===== src/bdir_pkg.sv =====
// shared types and constants for the bit-plane delta image restore block
// no dependencies; used by every module of the block
package bdir_pkg;

  localparam int NUM_LANES   = 4;
  localparam int CFG_IDX_W   = 4;
  localparam int CFG_DATA_W  = 13;
  localparam int STRIDE_W    = 13;
  localparam int DEPTH_W     = 3;

  localparam logic [7:0] UNPACK_XOR   = 8'hFF;
  localparam logic [STRIDE_W-1:0] STRIDE_RESET = 13'd4;
  localparam logic [DEPTH_W-1:0]  DEPTH_RESET  = 3'd4;
  localparam logic [DEPTH_W-1:0]  DEPTH_MIN    = 3'd1;
  localparam logic [DEPTH_W-1:0]  DEPTH_MAX    = 3'd4;

  typedef logic [7:0] octet_t;
  typedef logic [NUM_LANES-1:0][7:0] word_t;

  typedef enum logic [CFG_IDX_W-1:0] {
    CFG_ROW_STRIDE  = 4'd0,
    CFG_DEPTH_BYTES = 4'd1
  } cfg_idx_e;

  // control that travels with an item into the merge stage
  typedef struct packed {
    logic                 first_row;
    logic                 col_zero;
    logic [DEPTH_W-1:0]   depth;
  } merge_ctrl_t;

endpackage


===== src/bdir_lane.sv =====
// one byte lane: gathers 2-bit group LANE from the four section bytes,
// unpacks it and forms the vertical delta sum; depends on bdir_pkg
module bdir_lane #(
  parameter int LANE = 0
) (
  input  bdir_pkg::word_t  planes_i,
  input  bdir_pkg::octet_t above_i,
  output bdir_pkg::octet_t unpacked_o,
  output bdir_pkg::octet_t vert_o
);

  bdir_pkg::octet_t raw;

  always_comb begin
    // section a supplies the top two bits, section d the lowest two
    raw = {planes_i[0][2*LANE +: 2], planes_i[1][2*LANE +: 2],
           planes_i[2][2*LANE +: 2], planes_i[3][2*LANE +: 2]};
    if (raw[0]) begin
      unpacked_o = {1'b0, raw[7:1]} ^ bdir_pkg::UNPACK_XOR;
    end else begin
      unpacked_o = {1'b0, raw[7:1]};
    end
    vert_o = unpacked_o + above_i;
  end

endmodule


===== config.mk =====
export PLATFORM = sky130hd
export DESIGN_NAME = bdir_lane
export DESIGN_NICKNAME = d
export VERILOG_FILES = /design/src/bdir_pkg.sv /design/src/bdir_lane.sv
export SDC_FILE = /design/constraint.sdc
export NUM_CORES = 1
export LEC_CHECK = 0
export BUFFER_PORTS_ARGS = -buffer_cell sky130_fd_sc_hd__buf_2
export CAP_MARGIN = 20
export CORE_AREA = 2 2 39 41
export DETAILED_ROUTE_END_ITERATION = 7
export DIE_AREA = 0 0 41 43
export GPL_TIMING_DRIVEN = 1
export PLACE_DENSITY = 0.78
export SLEW_MARGIN = 20
export SYNTH_ARGS = -nofsm -noshare
export SYNTH_HDL_FRONTEND = slang
export SYNTH_SLANG_ARGS = --single-unit

===== constraint.sdc =====
create_clock -name vclk -period 4.8
set_input_delay 1.44 -clock vclk [all_inputs]
set_output_delay 1.44 -clock vclk [all_outputs]
set_load 0.01 [all_outputs]

# After elaboration in Yosys (flattened, before gate mapping)
# Cells that the tools add are included.
# Widths: inputs -> output; s select.
dict set report classes {
  addsub 1
  mux 1
  n_bitwise 1
}
# op count
set ops {}
lappend ops {{$add 8x8->8} 1}
lappend ops {{$mux 8} 1}
lappend ops {{$not 7->8} 1}
dict set report totals {
  register_bits 0
  input_bits 40
  out_inout_bits 16
  word_cells 3
}

# Logic depth before layout (Yosys ltp)
# Gate-level depths: netlist (run 1).
dict set report depth {
  ltp_word 3
  ltp_mapped 7
  depth_no_buf 6
}

# Least setup slack after synthesis (run 1)
# No wires, ideal clock.
dict set report synth_timing {
  kind {input to output}
  from {input port planes_i[24] (netlist name)}
  to {output port vert_o[6]}
  arrival_time_ns 3.129
  required_time_ns 3.360
  slack_ns 0.231
  stages 7
  path_buffers 1
  path_cell_list {buf_2 -> xor2_1 -> ha_1 -> fa_1 -> a211oi_1 -> or4b_1 -> nand4_1}
}
dict set report synth_via {
  elab_chain_cells 2
}
# item line
set synth_rtl {}
lappend synth_rtl {{from (decl)} bdir_lane.sv:6} ;# input bdir_pkg::word_t planes_i,
lappend synth_rtl {{$mux 8} bdir_lane.sv:18} ;# if (raw[0]) begin
lappend synth_rtl {{via unpacked_o[0]} bdir_lane.sv:8} ;# output bdir_pkg::octet_t unpacked_o,
lappend synth_rtl {{$add 8x8->8} bdir_lane.sv:23} ;# vert_o = unpacked_o + above_i;
lappend synth_rtl {{to (decl)} bdir_lane.sv:9} ;# output bdir_pkg::octet_t vert_o
# The timed path passes the listed nets, and every way through them passes these cells.

# Final worst setup path (run 1)
dict set report layout_timing {
  from {input port planes_i[24] (netlist name)}
  to {output port vert_o[6]}
}
dict set report layout_via {
  elab_chain_cells 2
}
# item line
set layout_rtl {}
lappend layout_rtl {{$mux 8} bdir_lane.sv:18}
lappend layout_rtl {{$add 8x8->8} bdir_lane.sv:23}
# Every way passes these cells.

==> results_dict.tcl, run 1 <==
set metrics [dict create \
    status "completed" \
    whs_endpoint "unpacked_o[4]" \
    finalSetupTns_ns 0 \
    first_iter_violations 0 \
    gp_congestion 0.7103 \
    required_ns 3.36 \
    seqCellArea_um2 0 \
    worst_slew_pin_slew_ns 0.3399 \
    die_w_um 41 \
    place_inst 93 \
    slew_viol_final 0 \
    core_um2 1384 \
    die_h_um 43 \
    hold_buffers 0 \
    synth_area_per_cell_um2 8.119 \
    overflow 0 \
    fp.dieArea_um2 1763 \
    clkbuf_count 0 \
    initial_utilization_pct 27.58 \
    drt-total-wl_um 962 \
    setup_ws_ns 0.1301 \
    synth.yosys.seq_area_share_pct 0 \
    final_cells 93 \
    antenna-diode-count 0 \
    path_class "in2out" \
    via_per_inst 4.935 \
    antenna_found_initial 0 \
    area_growth_pct 44.59 \
    netlist_instances 47 \
    grt_usage_pct 12.51 \
    postPlaceCellArea_um2 549.3 \
    p_comb_share_pct 100.0 \
    p_sw_share_pct 54.38 \
    drv_cap 0 \
    rsz0062_at_grt "false" \
    layout_commonest_cell "buf_2" \
    hold_depth 3 \
    crit_fanout 9 \
    cp_data_arrival_time_ns 3.23 \
    vias 459 \
    endpoint_kind "output pin" \
    wire_per_inst_um 10.34 \
    hold_violations 0 \
    post-place-ws_ns 0.1166 \
    p_clk_share_pct 0 \
    rows 14 \
    start_kind "input pin" \
    leakage_uw 0.0002876 \
    io_pins 56 \
    switchingPower_uw 57.67 \
    ys_top_cells_by_area "ha_1, xor2_1, a21oi_1, o211ai_1, fa_1" \
    pwr-share-seq_pct 0 \
    whs_ns 3.164 \
    fin_crit_ns 4.670 \
    cts_resized 0 \
    firstDrtPassIters 1 \
    period_share_pct 97.29 \
    yosysUniqueCellTypes 20 \
    grt_pass1_wl_um 1683 \
    post-cts-setup-buffers 0 \
    fillers 161 \
    max_freq_mhz 214.1 \
    syn_nets 95 \
    min_from "planes_i[9]" \
    design_area_um2 551.8 \
    synth_top_area_share_pct 22.95 \
    synth.cell_area_um2 381.6 \
    peakVddDrop_uv 95.55 \
    drc 0 \
    nNetsFinal 127 \
    worst_slew_margin_rel_pct 77.20 \
    placement.io_buffers 32 \
    hpwl_um 827.8 \
    seq_cell_count 0 \
    final_layout_size_suffix_gt1_share_pct 42.86 \
    finalSetupViolCount 0 \
    grt_max_degree 10 \
    power.density_nw_per_um2 192.2 \
    hold_path_class "in2out" \
    layout_common_cells "buf_2, xor2_1, ha_1" \
    grt_pass1_vias 433 \
    p_int_uw 48.38 \
    drt.antenna.violating_nets 0 \
    synth_warnings 0 \
    yosysTopAreaCell "ha_1" \
]
cell type report:
type | instances | area (um^2) | area share, %
multi-input combinational | 44 | 365.4 | 66.21
timing repair buffer | 32 | 162.7 | 29.48
tap | 16 | 20.02 | 3.628
inverter | 1 | 3.754 | 0.6803
metrics by stage:
step,power [uW],util (%)
global placement,103.2,39.69
finish,106.1,39.87
floorplan,70.03,-
global route,119.4,39.87
CTS,106.9,39.69
detailed placement,106.3,39.69
critical path, stage by stage:
cell	delay, ns
clkbuf_4	0.18
xor2_1	0.19
ha_1	0.23
fa_1	0.44
a211oi_1	0.33
or4b_1	0.17
nand4_1	0.09
buf_2	0.15
metal layers:
metal | global-route usage, % | wire [um] | vias up
met1 | 16.24 | 409 | 199
met5 | 0 | 0 | -
met3 | 0.5236 | 81 | 0
met2 | 22.81 | 471 | 21
met4 | 0 | 0 | 0
li1 | - | - | 239
logic make-up after synthesis:
logic type / count (synthesis) / synth area share, %
and+or+nand+nor: 7 / 11.47
adders and majority gates: 8 / 28.20
AOI/OAI and AO/OA: 17 / 28.52
xor gates and xnor gates: 12 / 27.54
buffers and inverters: 3 / 4.261
how the worst max path moves through the flow:
stage                 start        end  slack [ns]  cells past startpoint
2_1_floorplan  planes_i[24]  vert_o[6]        0.23                      7
3_3_place_gp   planes_i[24]  vert_o[6]        0.18                      8
3_5_place_dp   planes_i[24]  vert_o[6]        0.12                      8
4_1_cts        planes_i[24]  vert_o[6]        0.10                      8
5_1_grt        planes_i[24]  vert_o[6]       0.009                      8
6_report       planes_i[24]  vert_o[6]        0.13                      8
power by group through the flow:
stage / registers, uW / clock network, uW / logic (uW)
final: 0 / 0 / 106
after global routing: 0 / 0 / 119
after CTS: 0 / 0 / 107
after detailed placement: 0 / 0 / 106
after global placement: 0 / 0 / 103
after floorplan: 0 / 0 / 70.0
cells in the mapped netlist:
cell       instances
buf_4              1
xnor2_1            2
buf_2              1
a211oi_1           2
o211ai_1           3
o21ai_0            3
a21oi_1            5
a31oi_1            1
xor2_1            10
nand4_1            1
o2bb2ai_1          1
nor3b_1            2
ha_1               7
nor3_1             1
nand2_1            2
or4b_1             1
fa_1               1
a21o_2             1
a21o_1             1
inv_1              1
Note: power is estimated with default switching activity, not from simulation.
==> run 2, diff against run 1 <==
CELL_PAD_IN_SITES_DETAIL_PLACEMENT = 2   (was not set)
CELL_PAD_IN_SITES_GLOBAL_PLACEMENT = 2   (was not set)
CORE_AREA = not set   (was 2 2 39 41)
CORE_ASPECT_RATIO = 1.2   (was not set)
CORE_MARGIN = 1.5   (was not set)
CORE_UTILIZATION = 13   (was not set)
DIE_AREA = not set   (was 0 0 41 43)
PLACE_DENSITY = not set   (was 0.78)
PLACE_DENSITY_LB_ADDON = 0.1   (was not set)
SETUP_SLACK_MARGIN = 0.02   (was not set)
==> run 2 against run 1 <==
  * Critical path depth is the same
  * Cell area grew 5.4%
  * First-iteration DRC count grew 1
  * Setup slack gained 0.050 ns
  * Final cell count grew 20%
  * Routed wire length grew 36%
  * Non-clock buffer count grew 1
  * Critical path type unchanged
  * Combinational power grew 4%
  * Sequential cell count is the same
  * Largest power group unchanged
==> results_dict.tcl, run 2 (synthesized netlist as in run 1, its figures left out) <==
set metrics [dict create \
    rows 21 \
    peakVddDrop_uv 62.20 \
    switchingPower_uw 60.18 \
    start_kind "input pin" \
    via_per_inst 4.446 \
    die_w_um 52.46 \
    grt_max_degree 7 \
    worst_slew_margin_rel_pct 77.82 \
    wire_per_inst_um 11.68 \
    path_class "in2out" \
    p_comb_share_pct 100.0 \
    final_layout_size_suffix_gt1_share_pct 44.87 \
    finalSetupTns_ns 0 \
    p_clk_share_pct 0 \
    nNetsFinal 128 \
    antenna_found_initial 0 \
    cpMaxStageDelayCell "or4b_1" \
    power.density_nw_per_um2 188.8 \
    core_um2 2785 \
    hold_violations 0 \
    crit_fanout 6 \
    worst_slew_pin_slew_ns 0.3306 \
    pwr-share-seq_pct 0 \
    critPathMostFrequentCell "buf_2" \
    vias 498 \
    endpoint_kind "output pin" \
    first_iter_violations 1 \
    cp_data_arrival_time_ns 3.18 \
    io_pins 56 \
    drt.antenna.violating_nets 0 \
    placement.io_buffers 32 \
    overflow 0 \
    p_total_uw 109.8 \
    seq_cell_count 0 \
    p_sw_share_pct 54.80 \
    grt_pass1_wl_um 2297 \
    crit_buf_inv 2 \
    layout_common_cells "buf_2, xor2_1, ha_1" \
    fin_crit_ns 4.620 \
    p_int_uw 49.64 \
    seqCellArea_um2 0 \
    drc 0 \
    rsz0062_at_grt "false" \
    max_freq_mhz 216.4 \
    required_ns 3.36 \
    fp.dieArea_um2 3271 \
    slew_viol_final 0 \
    path_cells "buf_2 -> xor2_1 -> ha_1 -> fa_2 -> a211oi_1 -> or4b_1 -> nand4_1 -> buf_2" \
    cpPeakStageDelay_ns 0.52 \
    status "completed" \
    hpwl_um 1175 \
    grt_usage_pct 8.409 \
    leakage_uw 0.0002907 \
    antenna-diode-count 0 \
    critPathTopFamily "simple AND/OR/NAND/NOR gates" \
    hold_path_class "in2out" \
    clkbuf_count 0 \
    period_share_pct 96.25 \
    drt-total-wl_um 1308 \
    hold_buffers 0 \
    finalSetupViolCount 0 \
    postLayoutCoreUtil_pct 20.89 \
    grt_pass1_vias 536 \
    die_h_um 62.35 \
    gp_congestion 0.5994 \
    area_growth_pct 52.46 \
    initial_utilization_pct 13.70 \
    drv_cap 0 \
    layout_commonest_cell "buf_2" \
    firstDrtPassIters 2 \
]
==> run 2: cell types whose count changed in the layout (fill, tap and decap cells not counted) <==
| cell | change |
|---|---|
| fa_2 | +1 |
| fa_1 | -1 |
| clkbuf_4 | -1 |
| buf_4 | +1 |
| buf_2 | +1 |
==> run 2: area by class of cell <==
type	count	area, um^2
fillers	360	2203
inverters	1	3.754
multi-input cells	44	367.9
well taps	34	42.54
repair buffers	33	167.7
==> run 2: final timing paths <==
check / cells past startpoint / endpoint / from / slack [ns]
min: 3 / unpacked_o[0] / planes_i[25] / 3.17
max: 8 / vert_o[6] / planes_i[24] / 0.18
==> run 2: power by group through the flow <==
stage | Combinational [uW] | Sequential (uW) | Clock (uW)
after global routing | 125 | 0 | 0
final | 110 | 0 | 0
after CTS | 112 | 0 | 0
after floorplan | 70.0 | 0 | 0
after global placement | 109 | 0 | 0
after detailed placement | 112 | 0 | 0
==> run 2: metrics by stage <==
stage	area [um^2]	hold slack, ns	setup slack [ns]	instances
floorplan	381.6	2.970	0.2310	47
global placement	579.3	3.161	0.1593	112
detailed placement	579.3	3.168	0.1183	112
CTS	579.3	3.169	0.1047	112
global route	581.8	3.182	0.05068	112
finish	581.8	3.165	0.1800	112
==> run 2: per-layer routing <==
metal	vias up	global-route usage, %	part of all wire (%)
met1	237	10.98	41
met5	-	0	0
met4	0	0	0
met2	22	15.63	51
met3	0	0.4808	8.0
li1	239	-	-
==> run 2: worst min-delay path, delay by kind of cell <==
kind	cells	cell delay, ns
XOR/XNOR	1	0.07
buffers and inverters	2	0.22
==> run 2: repair_timing <==
action / CTS / global route
gates resized for setup: 0 / 1
setup endpoints to repair: 0 / 1
buffers inserted: 0 / 0
