**src/bdir_pkg.sv**
```systemverilog
// shared types and constants for the bit-plane delta image restore block
// no dependencies; used by every module of the block
package bdir_pkg;

  localparam int NUM_LANES   = 4;
  localparam int CFG_IDX_W   = 4;
  localparam int CFG_DATA_W  = 13;
  localparam int STRIDE_W    = 13;
  localparam int DEPTH_W     = 3;

  localparam logic [7:0] UNPACK_XOR   = 8'hFF;
  localparam logic [STRIDE_W-1:0] STRIDE_RESET = 13'd4;
  localparam logic [DEPTH_W-1:0]  DEPTH_RESET  = 3'd4;
  localparam logic [DEPTH_W-1:0]  DEPTH_MIN    = 3'd1;
  localparam logic [DEPTH_W-1:0]  DEPTH_MAX    = 3'd4;

  typedef logic [7:0] octet_t;
  typedef logic [NUM_LANES-1:0][7:0] word_t;

  typedef enum logic [CFG_IDX_W-1:0] {
    CFG_ROW_STRIDE  = 4'd0,
    CFG_DEPTH_BYTES = 4'd1
  } cfg_idx_e;

  // control that travels with an item into the merge stage
  typedef struct packed {
    logic                 first_row;
    logic                 col_zero;
    logic [DEPTH_W-1:0]   depth;
  } merge_ctrl_t;

endpackage

```
**src/bdir_merge.sv**
```systemverilog
// merge stage: combines the lane results into one word, applying the
// horizontal delta on the first row; depends on bdir_pkg
module bdir_merge (
  input  bdir_pkg::word_t      unpacked_i,
  input  bdir_pkg::word_t      vert_i,
  input  bdir_pkg::word_t      prev_i,
  input  bdir_pkg::merge_ctrl_t ctrl_i,
  output bdir_pkg::word_t      word_o
);

  bdir_pkg::word_t  horiz;
  bdir_pkg::octet_t left;
  logic [1:0]       idx;

  always_comb begin
    horiz = '0;
    left  = '0;
    idx   = '0;
    // chain of at most four narrow adds: a byte may depend on an earlier one
    for (int k = 0; k < bdir_pkg::NUM_LANES; k++) begin
      if (k >= int'(ctrl_i.depth)) begin
        idx  = 2'(k - int'(ctrl_i.depth));
        left = horiz[idx];
      end else begin
        idx  = 2'(bdir_pkg::NUM_LANES + k - int'(ctrl_i.depth));
        left = prev_i[idx];
      end
      if (ctrl_i.col_zero && (k < int'(ctrl_i.depth))) begin
        horiz[k] = unpacked_i[k];
      end else begin
        horiz[k] = unpacked_i[k] + left;
      end
    end
    word_o = ctrl_i.first_row ? horiz : vert_i;
  end

endmodule

```
**config.mk**
```make
export PLATFORM = sky130hd
export DESIGN_NAME = bdir_merge
export DESIGN_NICKNAME = d
export VERILOG_FILES = /design/src/bdir_pkg.sv /design/src/bdir_merge.sv
export SDC_FILE = /design/constraint.sdc
export NUM_CORES = 1
export LEC_CHECK = 0
export ABC_AREA = 1
export BUFFER_PORTS_ARGS = -buffer_cell sky130_fd_sc_hd__buf_2
export CAP_MARGIN = 0
export CORE_ASPECT_RATIO = 1.5
export CORE_UTILIZATION = 51
export DETAILED_ROUTE_END_ITERATION = 6
export GPL_TIMING_DRIVEN = 1
export PLACE_DENSITY = 0.85
export SYNTH_ARGS = -nofsm -noshare
export SYNTH_HDL_FRONTEND = slang
export SYNTH_SLANG_ARGS = --single-unit
```
**constraint.sdc**
```tcl
create_clock -name vclk -period 11
set_input_delay 1.65 -clock vclk [all_inputs]
set_output_delay 1.65 -clock vclk [all_outputs]
set_load 0.01 [all_outputs]
```
== Word level (Yosys, flattened, before mapping) ==
Cells that the tools add are included.
Widths: inputs -> output; s select.

* Bits in registers: 0
* Output and inout port bits: 32
* Logic and storage cells: 57
* Input port bits: 101

* Reduce and logical (&&, ||, !) cells: 4
* Add/subtract/negate cells: 12
* Mux-type cells: 25
* Magnitude comparators: 16

{| class="wikitable"
|+ Operators by type and width
! kind !! number
|-
| $bmux 8 s2 || 8
|-
| $mux 8 || 16
|-
| $add 8x8->8 || 4
|-
| $mux 32 || 1
|-
| $lt 2x3->1 const B || 8
|-
| $sub 1x2->2 const A || 4
|-
| $sub 2x2->2 const A || 4
|-
| $ge 1x3->1 const A || 2
|-
| $ge 2x3->1 const A || 2
|-
| $lt 1x3->1 const A || 2
|-
| $lt 2x3->1 const A || 2
|-
| $logic_and 1x1->1 || 4
|}

== Longest topological paths before layout ==
Gate-level depths: netlist of the first run.

* Depth after elaboration: 22
* Gate-level depth with buffers: 50
* Gate-level depth less buffers: 47

== Least setup slack after synthesis of the first run ==
Ideal clock, no wire load.

* Kind: input to output
* Start: input ctrl_i[0] (netlist name)
* End: output word_o[31] (netlist name)
* Path buffers: 4
* Required time: 9.350 ns
* Data arrival time: 8.011 ns
* Slack: 1.339 ns
* Stages: 43
* Cells stage by stage: buf_6 -> inv_6 -> clkbuf_1 -> clkbuf_1 -> ha_1 -> inv_1 -> clkbuf_1 -> nor2_1 -> nor2_1 -> ha_1 -> fa_1 -> mux2i_1 -> nor2_1 -> o21bai_1 -> fa_1 -> o21ai_0 -> nand2_1 -> a31oi_1 -> (+7 left out) -> ha_1 -> inv_1 -> nor2_1 -> nor2_1 -> nor2_1 -> nor2_1 -> nor2_1 -> nor2_1 -> nor2_1 -> inv_1 -> a21oi_1 -> nor2_1 -> inv_1 -> nand3_1 -> nand3_1 -> nand2_1 -> nand3_1 -> nand2_1

{| class="wikitable"
|+ RTL lines
! item !! line !! text
|-
| from (decl) || bdir_merge.sv:7 || <nowiki>input bdir_pkg::merge_ctrl_t ctrl_i,</nowiki>
|-
| to (decl) || bdir_merge.sv:8 || <nowiki>output bdir_pkg::word_t word_o</nowiki>
|}

==> impl_summary.md, run 1 <==
Final layout
The area of all placed cells without fillers is 0.00380 mm2. The final layout contains a sequential cell count of 0. The count of non-filler cells in the finished layout is 778.

Leaving out fill and tap cells, the most frequent cell in the layout is nand2_1. The filler cells instantiated in the layout total 594. From synthesis to final layout, the design area changed by 22.9%. In the final layout, the multi-input gates occupy 0.00271 mm2.

The number of nets in the final layout is 843. 0 antenna diodes ended up in the layout. The final design utilization is 65.2%.

The post-route netlist has 23.5% of its cells at a drive strength greater than 1. In the layout the commonest cells are nand2_1 (160), buf_2 (133), o21ai_0 (83). In the finished layout, the clock tree contains a buffer count of 0.

The sequential cells in the finished layout cover a total of 0 um2.

Floorplan
In this run the horizontal extent of the chip is 65.6 um. The initial cell density of the core is 53.1%. Row generation in the floorplan step produced 34 rows. The area of the core is 0.00583 mm2. The count of boundary I/O pins is 133. The y dimension of the die is 97.4 um. The total die area is 0.00639 mm2.

STA
Headroom to the max-slew limit came out at 24.0%. The final hold violation count is 0. The number of failing setup endpoints in the final timing report is 0.

Setup repair after global routing left no endpoint under its margin. The count of final max-slew check failures came to 0. Based on the critical path, the design can be clocked at up to 96.9 MHz. The transition time at the pin with the least slew margin is 1.14 ns. In the final timing run, aggregate negative setup slack is 0 ns.

The part of the cycle the worst path needs is 93.8%. The worst hold slack across all endpoints is 3.58 ns. The worst path in the final design needs a cycle of 10.32 ns, including I/O delays and setup.

Outcome
The flow ran to the end, and the final reports show no timing, DRC or antenna violations.

Detailed routing
The number of detailed-routing iterations run before antenna repair is 5. The detailed router finished its first iteration with 224 violations. In the routed design, unresolved DRC markers number 0.

After detailed routing, the average wire length per cell comes to 14.6 um. The detailed router placed 4336 vias in this run. The final routed wirelength across all metal layers is 11.4 mm.

Once detail routing completed, the nets flagged for antenna violations numbered 0. The ratio of routed vias to standard cells is 5.57.

Clocking
The hold-fix buffer count after cts is 0.

Critical path
The critical path arrival is 8.67 ns. The critical path is of the input port to output port type. The slowest stage of the critical path is the ha_2 cell.

The kind of capture point of the worst setup path is an output port. At the worst endpoint, the required time is 9.35 ns. In this run the worst path has a maximum fanout of 14.

The critical path's most frequent cell is nor2_1. The type of element launching the critical path is an input port. The largest single stage delay on the critical path is 0.49 ns.

Global routing
The total global-route track usage is 35.1%. The initial antenna violation count is 0. The first global-routing pass estimated 17.9 mm of wire. The final global-route overflow total is 0.

The number of global-route vias before repair is 3951. Entering global routing, the biggest net connects 53 pins.

Synthesis
The largest total area in the synthesized netlist belongs to nand2_1. The post-synthesis cell count is 592. After synthesis, the netlist uses 42 different library cells.

A synthesized cell averages 5.23 um2. In the post-synthesis netlist, the biggest area contributors are nand2_1 (19%), o21ai_0 (14%), ha_1 (12%). The proportion of netlist area held by the largest area contributor is 19.4%. During synthesis, Yosys emitted a total of 0 warnings. The net count of the mapped netlist is 727. Of the synthesized area, sequential elements account for 0%.

In this run the cell area of the synthesized design comes to 0.00309 mm2.

Placed design
The number of placed instances, taps included, is 778. Routability-driven placement finished with a final weighted congestion of 0.979. After detailed placement, the total cell area comes to 0.00379 mm2.

Detailed placement ended at an HPWL of 9.50 mm. The number of buffer cells added on primary ports is 133.

Worst hold path
The classification of the worst-slack hold path is input port to output port.

Pwr
In this run the power density over the cells is 75.1 mW/mm2. For this design the static power due to leakage is 2.13 nW. IR analysis of the VDD net gives a maximum drop of 0.0383 mV.

Job
Across the run, the number of max-cap violations was 0.
==> synth_stat cells, drive strengths merged (2+ instances only) <==
master  instances
buf             5
a21oi          34
a211oi          6
nand3          28
inv            71
nor3            8
nand2         165
o21ai          85
or2             6
mux2i           3
nor2           67
o211ai          5
o31ai           3
o21bai          2
a31oi           8
xor2            7
ha             30
clkbuf         23
o22ai          11
nand4           5
xnor2           4
a221oi          3
fa              4
==> layout make-up <==
class                      count  share of cell area (%)
timing repair buffer         142                    19.3
inverter                      71                    7.21
multi-input combinational    493                    71.1
tap                           72                    2.37
==> critical path: cells and delay by family <==
family	cells	cell delay, ns
adders and majority gates	6	2.07
AOI/OAI and AO/OA	9	1.88
xor gates and xnor gates	3	0.47
and+or+nand+nor	21	1.78
buffers and inverters	7	0.82
==> power breakdown <==
group | switching (mW) | internal, mW | total, mW
sequential | 0 | 0 | 0
clock | 0 | 0 | 0
combinational | 0.175 | 0.110 | 0.286
==> per-stage QoR <==
| step | setup slack, ns | power (mW) |
|---|---|---|
| 6_report | 0.681 | 0.286 |
| 5_1_grt | 0.0556 | 0.320 |
| 4_1_cts | 0.506 | 0.281 |
| 3_5_place_dp | 0.537 | 0.280 |
| 3_3_place_gp | 0.603 | 0.274 |
| 2_1_floorplan | 1.34 | 0.190 |
==> cells by family after synthesis <==
family                   after synthesis  share of synthesized area (%)
AO/OA/AOI/OAI                        164                           30.2
XOR/XNOR                              11                           3.11
adder cells (fa/ha/maj)               34                           14.7
buffers and inverters                 99                           12.9
multiplexers                           3                          0.971
AND/OR/NAND/NOR                      281                           38.1
==> routing by layer <==
metal	GRT usage [%]	vias up	wire, um	part of all wire, %
met5	0	-	0	0
met4	15.6	0	499	4.4
met3	3.05	37	616	5.4
met2	65.0	177	5840	51
met1	38.9	1906	4430	39
li1	-	2216	-	-
==> worst paths after layout <==
kind | from | to | cells past startpoint
worst max-delay path | ctrl_i[1] | word_o[31] | 46
worst min-delay path | vert_i[28] | word_o[28] | 4
==> what timing repair did <==
item	4_1_cts	5_1_grt
setup endpoints to repair	0	2
hold endpoints to repair	0	0
resized for setup	0	4
buffers inserted	0	0
Note: power is estimated with default switching activity, not from simulation.
==> inputs of run 2 (changes only) <==
--- a/config.mk
+++ b/config.mk
@@ -5,11 +5,10 @@
 export SDC_FILE = /design/constraint.sdc
 export NUM_CORES = 1
 export LEC_CHECK = 0
-export ABC_AREA = 1
 export BUFFER_PORTS_ARGS = -buffer_cell sky130_fd_sc_hd__buf_2
 export CAP_MARGIN = 0
 export CORE_ASPECT_RATIO = 1.5
-export CORE_UTILIZATION = 51
+export CORE_UTILIZATION = 52
 export DETAILED_ROUTE_END_ITERATION = 6
 export GPL_TIMING_DRIVEN = 1
 export PLACE_DENSITY = 0.85
==> run 2 against run 1 <==
  * Worst hold slack better by 0.036 ns
  * First-iteration DRC count up 7.1%
  * Flip-flop and latch count unchanged
  * Non-clock buffer count up 9
  * Count of clock-buffer cells in the layout unchanged
  * Setup slack worse by 0.36 ns
  * Power up 17%
  * Area after synthesis up 7.8%
  * Sequential share of layout area unchanged
  * Utilization up 1.9 points
  * Via count down 6.5%
==> impl_summary.md, run 2 <==
Synthesis
Each instance of the synthesized netlist takes up on average 7.25 um2. The simple-gate area share of the yosys netlist is 18.7%. ha_1 takes more of the synthesized area than any other cell. Synthesis produced a netlist whose cell count is 460. Summing every instance area after synthesis gives 0.00334 mm2. In the post-synthesis netlist, the biggest area contributors are ha_1 (11%), mux4_2 (11%), mux2i_1 (9.9%). The compound-cell area share of the yosys netlist is 28.4%. The synthesized design devotes to its leading area cell type 11.2% of total area.

The number of warnings printed during yosys synthesis is 0. By area, the combinational part of the netlist is dominated by compound AO/OA/AOI/OAI gates. The adder-cell share of the synthesized area is 13.6%. The share of synthesized area occupied by flip-flops and latches is 0%.

Multiplexer cells account for 26.2% of the synthesized area. Counting instances in the post-synthesis netlist gives the leading cell types as nor2_1 (61), a21oi_1 (57), nand2_1 (42). The number of different library cells used by synthesis comes to 57. The net count of the mapped netlist is 595. The library cell with the highest instance count after synthesis is nor2_1. The parity-gate share of the synthesized area counting xor and xnor cells is 6.79%.

Final layout
For this run, the post-layout net count is 718. The sequential cell count is 0. In the layout the commonest cells are buf_2 (133), nor2_1 (60), a21oi_1 (52). The final-layout fill cell count is 535. The commonest non-fill, non-tap cell in the layout is buf_2. Counting the clock-network buffers in the layout gives 0. Cells with a size suffix above 1 make up 34.6% of the layout. The area growth from synthesis to layout is 24.2%. Registers take 0 um2. The number of antenna diodes in the final layout is 0.

Floorplan
In this run the vertical extent of the chip is 100 um. Measured along the x axis, the die boundary spans 67.4 um. The floorplan step defined a core boundary enclosing 0.00617 mm2. The floorplan step defined a die boundary enclosing 0.00675 mm2. The count of boundary I/O pins is 133. The number of core rows is 35. Once the floorplan was initialized, standard cells occupied 54.0% of the core.

Critical path
The most critical setup path has its startpoint at ctrl_i[0]. The critical path arrival is 9.03 ns. The class of the most critical setup path is input port to output port. The slowest library cell on the worst path is mux4_2. The type of element launching the critical path is an input port. The critical path's most frequent cell is ha_1. The maximum fanout along the worst path is 3.

STA classifies the critical path endpoint as an output port. The critical path's largest stage delay is 0.51 ns. The most critical setup path has its endpoint at word_o[31]. The worst endpoint required time is 9.35 ns.

Global routing
Across every metal layer, demand over resource in global routing totals 31.4%. The initial antenna violation count is 0. Summed over all layers, the global routing overflow is 0. The first global-routing pass estimated 16.4 mm of wire. The number of global-route vias before repair is 3643. Entering global routing, the biggest net connects 61 pins.

Placed design
At the end of routability-driven placement, the weighted congestion stood at 0.954. The number of buffer cells added on primary ports is 133. Summed over all nets, the half-perimeter wirelength after detailed placement is 8.91 mm.

Detailed routing
For this run, the detailed router's first-pass iteration total came to 5. The post-route antenna net violation count is 0. Dividing the detail-routed via count by the number of cells gives 6.19. The detailed-route DRC error count is 0.

The final layout contains routed wiring with a total length of 11.0 mm. The detailed router finished its first iteration with 240 violations. The detailed router placed 4055 vias in this run. Dividing the detail-routed wire length by the instance count gives 16.9 um.

STA
The part of the cycle the worst path needs is 97.1%. The final hold violation count is 0. The smallest clock period supported by the final layout is computed as 10.68 ns.

The final-layout setup total negative slack is 0 ns. The transition time at the pin with the least slew margin is 1.01 ns. The count of final max-slew check failures is 0. Setup violations remaining at the end of the flow were counted as 0.

The worst hold slack across all endpoints is 3.62 ns. The remaining max-slew budget at the tightest pin is 32.8%. The achievable clock frequency is 93.7 MHz.

Pwr
In this run, the clock network consumes 0% of the power. The switching part of the total is 54.0%. For this design the total switching power over the nets is 181 uW.

The total power per unit cell area is 81.0 mW/mm2. The internal power is 154 uW. The power share of the combinational group is 100.0%. The leakage dissipation is 2.04 nW. The sequential share of power is 0%. The largest vdd supply drop is 0.0403 mV.

Outcome
The run finished with clean final reports.

Job
The number of max-cap violations is 0.

Worst hold path
The classification of the worst-slack hold path is input port to output port.

Clocking
The hold-fix buffer count after cts is 0.
-- run 2: changes by cell type in the layout (fill, tap and decap cells not counted), moves of 9 or more --
cell / before / now
inv_1: 68 / 18
mux2_2: 0 / 14
a21o_1: 0 / 13
nand3_1: 24 / 1
mux2i_1: 3 / 33
a21oi_1: 33 / 52
buf_4: 9 / 18
nor2b_1: 0 / 13
o21ai_0: 83 / 30
xnor2_1: 4 / 14
mux4_2: 0 / 16
nand2_1: 160 / 42
-- run 2: what timing repair did --
item                       in CTS  in global routing
gates resized for setup         0                 13
setup endpoints to repair       0                  1
hold endpoints to repair        0                  0
buffers inserted                0                  3
-- run 2: critical path: cells and delay by family --
family,cells,cell delay (ns)
mux,5,1.94
xor+xnor,2,0.33
buf+inv,5,0.46
fa+ha+maj,6,1.97
compound gates,12,1.79
simple gates,7,0.88
-- run 2: area by class of cell --
cell class | count | area [um2] | share of cell area [%]
well taps | 74 | 92.6 | 2.23
inverters | 20 | 75.1 | 1.81
repair buffers | 151 | 801 | 19.3
multi-input cells | 410 | 3180 | 76.6
-- run 2: metrics by stage --
step / utilization (%) / area [um2] / worst slack [ns] / cells / power, mW
after CTS: 66.0 / 4070 / 0.199 / 652 / 0.321
after detailed placement: 66.0 / 4070 / 0.216 / 652 / 0.320
final: 67.1 / 4140 / 0.324 / 655 / 0.335
after global placement: 66.0 / 4070 / 0.487 / 652 / 0.311
after global routing: 67.1 / 4140 / -0.0917 / 655 / 0.366
after floorplan: - / 3340 / 0.169 / 460 / 0.224
-- run 2: routing by layer --
| metal | global-route usage, % | vias to the layer above | routed length (um) |
|---|---|---|---|
| met2 | 58.0 | 159 | 6000 |
| met3 | 0.455 | 47 | 398 |
| met4 | 17.5 | 0 | 647 |
| met5 | 0 | - | 0 |
| met1 | 35.0 | 1922 | 4000 |
| li1 | - | 1927 | - |
-- run 2: worst min-delay path by stage --
stage          startpoint         end  cells after the start
2_1_floorplan   vert_i[0]   word_o[0]                      2
3_3_place_gp   vert_i[26]  word_o[26]                      3
3_5_place_dp    vert_i[9]   word_o[9]                      3
4_1_cts         vert_i[4]   word_o[4]                      3
5_1_grt         vert_i[9]   word_o[9]                      3
6_report        vert_i[4]   word_o[4]                      3
-- run 2: cells by family (layout without fill, tap and decap cells) --
logic type | count (synthesis) | in the layout
mux | 64 | 64
compound gates | 150 | 150
fa+ha+maj | 34 | 34
simple gates | 137 | 137
xor+xnor | 25 | 25
buf+inv | 50 | 171
-- run 2: power groups by stage --
| stage | combinational (mW) | sequential, mW | clock [mW] |
|---|---|---|---|
| global placement | 0.311 | 0 | 0 |
| CTS | 0.321 | 0 | 0 |
| detailed placement | 0.320 | 0 | 0 |
| global route | 0.366 | 0 | 0 |
| finish | 0.335 | 0 | 0 |
| floorplan | 0.224 | 0 | 0 |
==> inputs of run 3 (changes only) <==
==> config.mk (replaced) <==
export PLATFORM = sky130hd
export DESIGN_NAME = bdir_merge
export DESIGN_NICKNAME = d
export VERILOG_FILES = /design/src/bdir_pkg.sv /design/src/bdir_merge.sv
export SDC_FILE = /design/constraint.sdc
export NUM_CORES = 1
export LEC_CHECK = 0
export CAP_MARGIN = 0
export CORE_ASPECT_RATIO = 1.5
export CORE_UTILIZATION = 60
export DETAILED_ROUTE_END_ITERATION = 6
export DONT_BUFFER_PORTS = 1
export GPL_TIMING_DRIVEN = 1
export PLACE_DENSITY = 0.76
export SYNTH_ARGS = -nofsm -noshare
export SYNTH_HDL_FRONTEND = slang
export SYNTH_SLANG_ARGS = --single-unit
==> run 3 against run 2 <==
  * Worst hold slack got worse by 0.23 ns
  * Maximum frequency increased by 1.1%
  * Utilization decreased by 2.7 points
  * Critical endpoint unchanged
  * Routed wire length decreased by 15%
  * Non-clock buffer count decreased by 144
  * Largest cell class unchanged
  * Setup slack improved by 0.11 ns
==> impl_summary.md, run 3 (synthesis results as in run 2) <==
Critical path
The count of buffering cells on the critical path with inverters included is 3. The worst endpoint required time is 9.35 ns. The worst setup path is launched from an input port. The cell family contributing the most delay on the critical path is multiplexers. The largest individual stage delay along the critical path comes from the cell mux4_2. The kind of capture point of the worst setup path is an output port. The critical path in this run is classified as input port to output port. STA puts the critical path data arrival time at 8.91 ns.

The critical path's most frequent cell is ha_1. Along the worst path, the maximum fanout reaches 32. In this design, the stage delay of the slowest critical-path cell is 0.50 ns.

Detailed routing
In the detailed route, the total length drawn on met2 is 4.91 mm. The detailed router used layers up to and including met4. Detailed routing placed a total of 657 um of wire on met3. Wires add up to 9.40 mm. The routed metal-1 wirelength is 3.42 mm. For this block, the initial DRC count from the detailed router was 252. For this run, the detailed router's first-pass iteration total came to 5. The ratio of routed vias to standard cells is 6.65. The routed wirelength normalized by instance count is 18.6 um. The post-route antenna net violation count is 0. After detailed routing, the number of remaining DRC violations is 0.

The total number of vias is 3357.

Final layout
The final-layout fill cell count is 469. In the final layout, the share of cells above drive strength 1 is 11.9%. In the layout the commonest cells are nor2_1 (61), a21oi_1 (54), nand2_1 (42).

The total of clock buffers placed in the layout is 0. The combined flip-flop and latch cell area is 0 um2. Leaving out fill and tap cells, the most frequent cell in the layout is nor2_1.

The number of nets in the final layout is 574. The multi-input logic area is 0.00316 mm2. The number of antenna diodes in the final layout is 0. For this run, the share of the core covered by cells in the final layout is 64.5%.

The design has 0 sequential cells. Compared with the post-synthesis result, the final layout area differs by 1.31%.

Global routing
The initial antenna violation count came to 0. The final global-route overflow total is 0. The number of global-route vias before repair is 3159. Entering global routing, the biggest net connects 61 pins. The total global-route track usage is 31.2%.

The first global-routing pass estimated 14.7 mm of wire.

Worst hold path
For hold timing, the worst endpoint is word_o[15]. The cell depth of the worst min-delay path is 1. In this run the most critical hold path is launched from ctrl_i[4].

The min-delay analysis places its worst path in the category input port to output port.

Floorplan
The area of the core is 0.00525 mm2. In this run the count of I/O pins placed on the die edge is 133. The number of core rows is 32. The initial utilization of the core area, before any placement, comes to 63.6%.

The total die area is 0.00587 mm2. The die width is 62.9 um. The y dimension of the die is 93.3 um.

STA
The final hold violation count is 0. The achievable clock frequency is 94.7 MHz. The number of failing setup endpoints in the final timing report is 0. The remaining max-slew budget at the tightest pin is 43.9%.

The final-layout setup total negative slack is 0 ns. The count of final max-slew check failures was 0. The worst hold slack across all endpoints is 3.38 ns. The part of the cycle the worst path needs is 96.0%. Setup repair after global routing left no endpoint under its margin.

The final critical-path required period is 10.56 ns. For the pin with the worst max-slew slack, the measured transition is 0.839 ns.

Job
Across the run, the number of max-cap violations was 0.

Clocking
For this design, the CTS-stage hold fixing added 0 buffers.

Pwr
The analysis attributes to cell leakage a power of 1.46 nW. The total power per unit cell area is 79.7 mW/mm2. VDD sags by at most 0.0341 mV.

Placed design
In this run the tool buffered the top-level ports with 0 buffer cells. The final RePlAce weighted congestion is 0.935. The placed wire-length estimate is 7.49 mm.

Outcome
The flow ran to the end, and the final reports show no timing, DRC or antenna violations.
-- run 3: changes by cell type in the layout (fill, tap and decap cells not counted), sizes merged --
cell / change
buf: -144
-- run 3: metrics by stage --
step                      worst slack (ns)  cells  power, mW  area, um2
after floorplan                      0.169    460      0.224       3340
after global placement               0.628    504      0.254       3330
after detailed placement             0.272    504      0.260       3330
after CTS                            0.243    504      0.262       3330
after global routing              0.000814    505      0.298       3380
final                                0.437    505      0.269       3380
-- run 3: per-layer routing --
layer  GRT usage [%]  vias up
met4            13.4        0
met5               0        -
li1                -     1645
met3            4.27       32
met1            34.5     1522
met2            58.1      158
-- run 3: final cells by class --
| type | count | area share, % |
|---|---|---|
| timing repair buffer | 7 | 1.67 |
| inverter | 20 | 2.22 |
| multi-input combinational | 410 | 93.6 |
| tap | 68 | 2.52 |
-- run 3: where the power goes --
| group | internal (mW) | leakage (nW) | switching (mW) |
|---|---|---|---|
| Sequential | 0 | 0 | 0 |
| Clock | 0 | 0 | 0 |
| Combinational | 0.124 | 1.46 | 0.146 |
-- run 3: worst max path at each step --
stage               startpoint         end  slack (ns)  cells after the start
detailed placement   ctrl_i[1]  word_o[31]        0.27                     36
floorplan            ctrl_i[0]  word_o[31]        0.17                     38
global placement     ctrl_i[1]  word_o[31]        0.63                     36
CTS                  ctrl_i[1]  word_o[31]        0.24                     36
global route         ctrl_i[1]  word_o[31]      0.0008                     35
finish               ctrl_i[1]  word_o[31]        0.44                     36
-- run 3: timing repair --
item,CTS,global route
gates resized for setup,0,9
endpoints found under the setup margin,0,1
buffers inserted,0,1
hold endpoints to repair,0,0
